--- config.mk ---
export PLATFORM = sky130hd
export DESIGN_NAME = byte_stuffed_frame_receiver_top
export DESIGN_NICKNAME = d
export VERILOG_FILES = /design/src/hdl/bsfr_pkg.sv /design/src/hdl/bsfr_front.sv /design/src/hdl/bsfr_queue.sv /design/src/hdl/bsfr_back.sv /design/src/hdl/byte_stuffed_frame_receiver_top.sv
export SDC_FILE = /design/constraint.sdc
export NUM_CORES = 1
export LEC_CHECK = 0
export BUFFER_PORTS_ARGS = -buffer_cell sky130_fd_sc_hd__buf_2
export CELL_PAD_IN_SITES_DETAIL_PLACEMENT = 0
export CELL_PAD_IN_SITES_GLOBAL_PLACEMENT = 1
export CORE_AREA = 3 3 118 120
export CTS_CLUSTER_DIAMETER = 150
export DETAILED_ROUTE_END_ITERATION = 10
export DIE_AREA = 0 0 121 123
export MAX_ROUTING_LAYER = met4
export PLACE_DENSITY = 0.69
export RECOVER_POWER = 50
export SYNTH_ARGS = -nofsm -noshare
export SYNTH_HDL_FRONTEND = slang
export SYNTH_HIERARCHICAL = 1
export SYNTH_SLANG_ARGS = --single-unit
--- constraint.sdc ---
create_clock -name clk -period 2.9 [get_ports clk]
set_input_delay 0.58 -clock clk [delete_from_list [all_inputs] [get_ports clk]]
set_output_delay 0.58 -clock clk [all_outputs]
set_load 0.02 [all_outputs]
--- src/hdl/bsfr_pkg.sv ---
// Shared types and constants for the byte-stuffed frame receiver.
package bsfr_pkg;

  localparam logic [7:0] BYTE_START  = 8'hFF;
  localparam logic [7:0] BYTE_END    = 8'hFE;
  localparam logic [7:0] BYTE_ESCAPE = 8'hFD;
  localparam logic [7:0] ESCAPE_BIT  = 8'h80;

  localparam logic [7:0] MAX_LEN_RESET = 8'hFF;

  localparam logic [1:0] KIND_DATA  = 2'd0;
  localparam logic [1:0] KIND_GOOD  = 2'd1;
  localparam logic [1:0] KIND_BAD   = 2'd2;
  localparam logic [1:0] KIND_ABORT = 2'd3;

  localparam int QUEUE_DEPTH = 4;
  localparam int QUEUE_AW    = $clog2(QUEUE_DEPTH);
  localparam int QUEUE_CW    = $clog2(QUEUE_DEPTH + 1);

  typedef enum logic [1:0] {
    TOK_DATA,
    TOK_START,
    TOK_END,
    TOK_ESCAPE
  } tok_kind_t;

  typedef struct packed {
    tok_kind_t  kind;
    logic [7:0] value;
  } token_t;

  typedef enum logic [1:0] {
    PH_IDLE = 2'd0,
    PH_RECV = 2'd1,
    PH_ESC  = 2'd2
  } phase_t;

  typedef struct packed {
    logic                not_empty;
    logic                full;
    logic [QUEUE_CW-1:0] count;
  } queue_status_t;

endpackage

--- src/hdl/bsfr_front.sv ---
// Front end: accepts wire bytes and classifies them into tokens for the queue.
module bsfr_front (
  input  logic                   in_valid,
  output logic                   in_ready,
  input  logic [7:0]             wire_byte,
  input  bsfr_pkg::queue_status_t q_status,
  output logic                   push,
  output bsfr_pkg::token_t       push_token
);

  assign in_ready = !q_status.full;
  assign push     = in_valid && in_ready;

  always_comb begin
    push_token.value = wire_byte;
    priority if (wire_byte == bsfr_pkg::BYTE_START) begin
      push_token.kind = bsfr_pkg::TOK_START;
    end else if (wire_byte == bsfr_pkg::BYTE_END) begin
      push_token.kind = bsfr_pkg::TOK_END;
    end else if (wire_byte == bsfr_pkg::BYTE_ESCAPE) begin
      push_token.kind = bsfr_pkg::TOK_ESCAPE;
    end else begin
      push_token.kind = bsfr_pkg::TOK_DATA;
    end
  end

endmodule

--- src/hdl/bsfr_queue.sv ---
// Short token queue between the front end and the frame engine.
module bsfr_queue (
  input  logic                    clk,
  input  logic                    rst,
  input  logic                    push,
  input  bsfr_pkg::token_t        push_token,
  input  logic                    pop,
  output bsfr_pkg::token_t        head,
  output bsfr_pkg::queue_status_t q_status
);

  bsfr_pkg::token_t                entries [bsfr_pkg::QUEUE_DEPTH];
  logic [bsfr_pkg::QUEUE_AW-1:0]  wr_ptr;
  logic [bsfr_pkg::QUEUE_AW-1:0]  rd_ptr;
  logic [bsfr_pkg::QUEUE_CW-1:0]  count;

  localparam logic [bsfr_pkg::QUEUE_CW-1:0] DEPTH_C = bsfr_pkg::QUEUE_CW'(bsfr_pkg::QUEUE_DEPTH);

  assign head               = entries[rd_ptr];
  assign q_status.not_empty = (count != '0);
  assign q_status.full      = (count == DEPTH_C);
  assign q_status.count     = count;

  always_ff @(posedge clk) begin
    if (push) begin
      entries[wr_ptr] <= push_token;
    end
  end

  always_ff @(posedge clk) begin
    if (rst) begin
      wr_ptr <= '0;
      rd_ptr <= '0;
      count  <= '0;
    end else begin
      if (push) begin
        wr_ptr <= wr_ptr + 1'b1;
      end
      if (pop) begin
        rd_ptr <= rd_ptr + 1'b1;
      end
      if (push && !pop) begin
        count <= count + 1'b1;
      end else if (pop && !push) begin
        count <= count - 1'b1;
      end
    end
  end

endmodule

--- src/hdl/bsfr_back.sv ---
// Frame engine: runs the receive phases on tokens and holds the result register.
module bsfr_back (
  input  logic             clk,
  input  logic             rst,
  input  bsfr_pkg::token_t head,
  input  logic             head_valid,
  input  logic [7:0]       max_frame_length,
  output logic             pop,
  output logic             out_valid,
  input  logic             out_ready,
  output logic [1:0]       kind,
  output logic [7:0]       data_byte,
  output logic [7:0]       payload_length
);

  bsfr_pkg::phase_t phase;
  bsfr_pkg::phase_t phase_next;
  logic [7:0]       byte_count;
  logic [7:0]       byte_count_next;
  logic [7:0]       running_sum;
  logic [7:0]       running_sum_next;

  logic       take;
  logic       limit_hit;
  logic       frame_good;
  logic [7:0] dval;
  logic       emit;
  logic [1:0] res_kind;
  logic [7:0] res_data;
  logic [7:0] res_len;

  assign take       = head_valid && (!out_valid || out_ready);
  assign pop        = take;
  assign limit_hit  = (byte_count >= max_frame_length);
  assign frame_good = (byte_count != 8'd0) && (running_sum == 8'd0);
  assign dval       = (phase == bsfr_pkg::PH_ESC) ? (head.value | bsfr_pkg::ESCAPE_BIT)
                                                   : head.value;

  // Next phase, count and sum.
  always_comb begin
    phase_next       = phase;
    byte_count_next  = byte_count;
    running_sum_next = running_sum;
    unique case (phase)
      bsfr_pkg::PH_RECV, bsfr_pkg::PH_ESC: begin
        unique case (head.kind)
          bsfr_pkg::TOK_START: begin
            phase_next       = bsfr_pkg::PH_RECV;
            byte_count_next  = 8'd0;
            running_sum_next = 8'd0;
          end
          bsfr_pkg::TOK_END: begin
            phase_next = bsfr_pkg::PH_IDLE;
          end
          bsfr_pkg::TOK_ESCAPE: begin
            phase_next = (phase == bsfr_pkg::PH_RECV) ? bsfr_pkg::PH_ESC : bsfr_pkg::PH_IDLE;
          end
          bsfr_pkg::TOK_DATA: begin
            if (limit_hit) begin
              phase_next = bsfr_pkg::PH_IDLE;
            end else begin
              phase_next       = bsfr_pkg::PH_RECV;
              byte_count_next  = byte_count + 8'd1;
              running_sum_next = running_sum + dval;
            end
          end
          default: phase_next = bsfr_pkg::PH_IDLE;
        endcase
      end
      default: begin
        // Idle, and the unused code, wait for a start byte.
        if (head.kind == bsfr_pkg::TOK_START) begin
          phase_next       = bsfr_pkg::PH_RECV;
          byte_count_next  = 8'd0;
          running_sum_next = 8'd0;
        end else begin
          phase_next = bsfr_pkg::PH_IDLE;
        end
      end
    endcase
  end

  // Result produced by the head token.
  always_comb begin
    emit     = 1'b0;
    res_kind = bsfr_pkg::KIND_DATA;
    res_data = 8'd0;
    res_len  = 8'd0;
    unique case (phase)
      bsfr_pkg::PH_RECV, bsfr_pkg::PH_ESC: begin
        unique case (head.kind)
          bsfr_pkg::TOK_START: begin
            emit     = 1'b1;
            res_kind = bsfr_pkg::KIND_ABORT;
          end
          bsfr_pkg::TOK_END: begin
            emit = 1'b1;
            if (phase == bsfr_pkg::PH_ESC) begin
              res_kind = bsfr_pkg::KIND_ABORT;
            end else if (frame_good) begin
              res_kind = bsfr_pkg::KIND_GOOD;
              res_len  = byte_count - 8'd1;
            end else begin
              res_kind = bsfr_pkg::KIND_BAD;
            end
          end
          bsfr_pkg::TOK_ESCAPE: begin
            emit     = (phase == bsfr_pkg::PH_ESC);
            res_kind = bsfr_pkg::KIND_ABORT;
          end
          bsfr_pkg::TOK_DATA: begin
            emit = 1'b1;
            if (limit_hit) begin
              res_kind = bsfr_pkg::KIND_ABORT;
            end else begin
              res_kind = bsfr_pkg::KIND_DATA;
              res_data = dval;
            end
          end
          default: emit = 1'b0;
        endcase
      end
      default: emit = 1'b0;
    endcase
  end

  always_ff @(posedge clk) begin
    if (rst) begin
      phase       <= bsfr_pkg::PH_IDLE;
      byte_count  <= 8'd0;
      running_sum <= 8'd0;
      out_valid   <= 1'b0;
    end else begin
      if (take) begin
        phase       <= phase_next;
        byte_count  <= byte_count_next;
        running_sum <= running_sum_next;
        out_valid   <= emit;
      end else if (out_ready) begin
        out_valid <= 1'b0;
      end
    end
  end

  always_ff @(posedge clk) begin
    if (take && emit) begin
      kind           <= res_kind;
      data_byte      <= res_data;
      payload_length <= res_len;
    end
  end

endmodule

--- src/hdl/byte_stuffed_frame_receiver_top.sv ---
// Top level of the byte-stuffed frame receiver with additive checksum.
//
// The input channel (in_valid, in_ready, wire_byte) takes one raw wire byte
// per beat. Byte 255 opens or restarts a frame, 254 closes it and 253 escapes
// the next byte, which then decodes as that byte OR 0x80.
// The output channel (out_valid, out_ready, kind, data_byte, payload_length)
// gives at most one beat per input beat: a decoded data byte, a good or bad
// frame end, or an abort. A first escape byte and bytes outside a frame give none.
// An accepted byte is written into the queue, and the frame engine registers
// its result. Throughput is one byte per cycle while out_ready is high, set by
// the frame engine, which then retires one queued token per cycle.
// The front end classifies bytes into a four-entry token queue; when the
// receiver holds out_ready low the result register holds, the queue fills,
// and in_ready drops only once the queue is full.
// cfg_write_en with cfg_write_data sets the frame length limit at once.
// Synchronous reset empties the queue, clears out_valid, returns
// to idle awaiting a start byte, and sets the limit to 255.
module byte_stuffed_frame_receiver_top (
  input  logic       clk,
  input  logic       rst,
  input  logic       cfg_write_en,
  input  logic [7:0] cfg_write_data,
  input  logic       in_valid,
  output logic       in_ready,
  input  logic [7:0] wire_byte,
  output logic       out_valid,
  input  logic       out_ready,
  output logic [1:0] kind,
  output logic [7:0] data_byte,
  output logic [7:0] payload_length
);

  // Frame length limit, counted in decoded bytes with the checksum byte.
  logic [7:0] max_frame_length;

  bsfr_pkg::queue_status_t q_status;
  bsfr_pkg::token_t        push_token;
  bsfr_pkg::token_t        head;
  logic                    push;
  logic                    pop;

  always_ff @(posedge clk) begin
    if (rst) begin
      max_frame_length <= bsfr_pkg::MAX_LEN_RESET;
    end else if (cfg_write_en) begin
      max_frame_length <= cfg_write_data;
    end
  end

  bsfr_front u_front (
    .in_valid   (in_valid),
    .in_ready   (in_ready),
    .wire_byte  (wire_byte),
    .q_status   (q_status),
    .push       (push),
    .push_token (push_token)
  );

  bsfr_queue u_queue (
    .clk        (clk),
    .rst        (rst),
    .push       (push),
    .push_token (push_token),
    .pop        (pop),
    .head       (head),
    .q_status   (q_status)
  );

  bsfr_back u_back (
    .clk              (clk),
    .rst              (rst),
    .head             (head),
    .head_valid       (q_status.not_empty),
    .max_frame_length (max_frame_length),
    .pop              (pop),
    .out_valid        (out_valid),
    .out_ready        (out_ready),
    .kind             (kind),
    .data_byte        (data_byte),
    .payload_length   (payload_length)
  );

  // Only data beats carry a decoded byte.
  a_data_zero: assert property (@(posedge clk) disable iff (rst)
    out_valid && (kind != bsfr_pkg::KIND_DATA) |-> data_byte == 8'd0)
    else $error("data_byte nonzero on a non-data beat");

  // Only a good frame end carries a length.
  a_len_zero: assert property (@(posedge clk) disable iff (rst)
    out_valid && (kind != bsfr_pkg::KIND_GOOD) |-> payload_length == 8'd0)
    else $error("payload_length nonzero on a beat other than good end");

  // A push without a pop grows the queue by exactly one token.
  a_queue_grow: assert property (@(posedge clk) disable iff (rst)
    push && !pop |=> q_status.count == $past(q_status.count) + 1'b1)
    else $error("queue count did not follow a push");

  // A new output beat only appears after the engine retired a token.
  a_out_from_pop: assert property (@(posedge clk) disable iff (rst)
    $rose(out_valid) |-> $past(pop))
    else $error("output beat without a retired token");

endmodule

==> results.tsv <==
stage	metric	value	unit
placement	place_area	4880	um2
die	die_height	123	um
global_route	grt_max_degree	39	
timing	period_minus_slack	2.74	ns
critical_path	crit_path_cell_trace	mux4_2 > ha_1 > a21oi_2 > o211ai_1 > o41a_1 > xor2_1 > or4_1 > a31oi_1	
power_and_ir_drop	peakVddDrop	0.413	mV
logic_synthesis	synth_top_area_share	38.6	%
die	start_util	34.5	%
logic_synthesis	synth-seq-area-share	54.6	%
power_and_ir_drop	pwr-share-seq	43.6	%
logic_synthesis	synth_most_common_cell	edfxtp_1	
critical_path	cp_max_fo	6	
final_layout	finish.instance_area	5130	um2
detailed_routing	wirelength	8.77	mm
detailed_routing	via_count	2888	
cts	cts_root_buffer	clkbuf_16	
timing	post-route-period-util	94.6	%
cts	clockBufferDepth	2	
final_layout	nets	465	
final_layout	syn_to_final_growth	13.8	%
detailed_routing	firstDrtPassIters	4	
critical_path	required	3.17	ns
die	rows	42	
critical_path	critPathArrivalTime	3.01	ns
run	drv_cap	0	
critical_path	critPathSlowestCell	mux4_2	
timing	finClkSkew	0.0109	ns
final_layout	antenna_cells	0	
timing	hold_ws	0.445	ns
logic_synthesis	syn_inst	375	
timing	maxSlewViolCount	0	
power_and_ir_drop	net-switching-power	1200	uW
logic_synthesis	synth_area	4510	um2
placement	place.gp.congestion	0.802	
final_layout	drive_gt1_share	16.8	%
cts	holdBufCountCts	0	
critical_path	critPathLaunchType	flop	
detailed_routing	detail_route.wl_per_cell	14.7	um
power_and_ir_drop	power_density	739	nW/um2
power_and_ir_drop	internal_power	2590	uW
detailed_routing	ant_nets	0	
final_layout	nFillCells	1299	
global_route	grt_antenna_before_repair	0	
global_route	grt_pass1_wl	14.8	mm
die	chipWidth	121	um
power_and_ir_drop	p_leak	0.00196	uW
logic_synthesis	synth.area.top_cells	edfxtp_1 39%, dfxtp_1 16%, ha_1 6.9%	
timing	max_slew_margin	49.5	%
die	io_pins	41	
global_route	grtUsageTotal	13.1	%
logic_synthesis	synth_cell_types	59	
final_layout	multiInputGateArea	1820	um2
global_route	gr-total-overflow	0	
power_and_ir_drop	power_frac_clock	29.8	%
timing	setup_viol	0	
final_layout	seqCellArea	2470	um2
logic_synthesis	ys_warn_count	6	
cts	cts.clk_slew.worst_paths	0.07	ns
detailed_routing	drc	0	
worst_hold_path	hold_class	in2reg	
power_and_ir_drop	switching_share	31.6	%
timing	rsz0062_at_grt	no	
timing	timing.fmax	364	MHz
cts	htreeDepth	3	
logic_synthesis	post_synth.cell_area_avg	12.0	um2
placement	hpwl	6.48	mm
logic_synthesis	synthesis.nets	423	
critical_path	cp-end-kind	flop	
cts	cts_setup_buffers	0	
logic_synthesis	ys.flop_type	edfxtp_1	
critical_path	criticalPathCategory	reg2reg	
critical_path	critPathBufInv	0	
die	coreArea	13100	um2
detailed_routing	initialDrtViolationCount	169	
detailed_routing	viasPerCell	4.83	
timing	finalHoldViolCount	0	
logic_synthesis	synth_edf_count	58	
critical_path	crit_family	compound AO/OA/AOI/OAI gates	
status	outcome	finished, final reports clean	
timing	worstMarginPinSlew	0.758	ns
power_and_ir_drop	combPwrFrac	26.6	%
critical_path	critPathMaxStageDelay	0.53	ns
cts	worstSkewPairLatency	0.35	ns
logic_synthesis	yosys_register_bits	94	
cts	cts_tree	done	
cts	cts_made_buffers	9	
logic_synthesis	synth_area_leader_cell	edfxtp_1	
die	die_area	14900	um2
global_route	grt_pass1_vias	2975	
logic_synthesis	synth_top_cells_by_count	58 x edfxtp_1, 36 x dfxtp_1, 35 x nor2_1	
logic_synthesis	synthArstFlopShare	0	%
placement	io_buffers	40	
cts	numClockSinks	94	
per-stage QoR:
stage	setup WS [ns]	setup TNS, ns	total power [uW]	cells	utilization, %
final	0.156	0	3790	598	39.2
after global routing	0.00754	0	4030	598	39.2
after CTS	0.105	0	3850	598	39.5
after detailed placement	-0.00792	-0.00792	2700	582	37.3
after global placement	0.0844	0	2670	582	37.3
after floorplan	0.223	0	2450	375	-
flip-flops by register name (all words and copies together), names as in the netlist, named ones only:
| name | cells |
|---|---|
| u_back/out_valid | 1 |
| u_back/running_sum | 8 |
| u_back/kind | 2 |
| u_queue/rd_ptr | 2 |
| u_back/data_byte | 8 |
| u_queue/entries | 40 |
| u_back/phase | 2 |
| u_back/byte_count | 8 |
| u_back/payload_length | 8 |
| u_queue/count | 3 |
| max_frame_length | 8 |
| u_queue/wr_ptr | 2 |
routing by layer:
metal / vias up / routed length [um] / global-route usage [%] / part of all wire, %
met5: - / 0 / - / 0
met4: 0 / 141 / 4.04 / 1.6
met3: 16 / 347 / 3.34 / 4.0
met2: 47 / 4440 / 22.2 / 51
met1: 1389 / 3840 / 15.5 / 44
li1: 1436 / - / - / -
kinds of logic after synthesis:
family / share of synthesized area, %
AND/OR/NAND/NOR: 14.1
flip-flops: 54.6
AO/OA/AOI/OAI: 9.88
buffers and inverters: 5.05
adder cells (fa/ha/maj): 7.83
XOR/XNOR: 3.11
multiplexers: 5.44
power by group through the flow:
| stage | combinational (uW) | sequential, uW | clock [uW] |
|---|---|---|---|
| global route | 1140 | 1670 | 1210 |
| detailed placement | 1020 | 1680 | 0 |
| floorplan | 791 | 1660 | 0 |
| finish | 1010 | 1650 | 1130 |
| CTS | 1020 | 1650 | 1170 |
| global placement | 997 | 1680 | 0 |
layout by cell type (no fill, tap or decap), types with 5 or more instances in the layout:
| master | count |
|---|---|
| a211o_2 | 6 |
| a21oi_1 | 16 |
| and2_1 | 9 |
| buf_2 | 13 |
| buf_4 | 10 |
| clkbuf_1 | 28 |
| clkbuf_16 | 9 |
| dfxtp_1 | 35 |
| edfxtp_1 | 58 |
| ha_1 | 25 |
| inv_1 | 25 |
| mux4_2 | 10 |
| nand2_1 | 14 |
| nand2b_1 | 5 |
| nand3_1 | 6 |
| nor2_1 | 35 |
| nor2b_1 | 10 |
| nor3_1 | 7 |
| o21ai_0 | 10 |
| or3_1 | 5 |
| xnor2_1 | 12 |
final cells by class:
cell class	count	share of cell area (%)
Multi-Input combinational cell	235	35.4
Clock inverter	7	1.17
Tap cell	176	4.29
Sequential cell	94	48.0
Timing Repair Buffer	51	4.78
Inverter	26	1.90
Clock buffer	9	4.39
repair_timing:
action	CTS	global route
resized for setup	1	1
endpoints found under the hold margin	0	0
setup endpoints to repair	1	1
pin swaps	0	0
path summary, 6_finish.rpt:
path	from	to	slack, ns	depth (start not counted)
setup / recovery	flop	u_back/running_sum[7]	0.16	8
hold / removal	cfg_write_data[6]	max_frame_length[6]	0.45	2
setup reg to reg	flop	u_back/running_sum[7]	0.16	8
hold reg to reg	u_back/phase[0]	u_back/phase[0]	0.48	2
worst reg2reg max path: cells and delay by family (launching register included):
kind	cells	cell delay, ns
AOI/OAI and AO/OA	4	0.85
xor gates and xnor gates	1	0.16
adders and majority gates	1	0.32
DFF	1	0.41
muxes	1	0.53
and+or+nand+nor	1	0.40
Note: power is estimated with default switching activity, not from simulation.
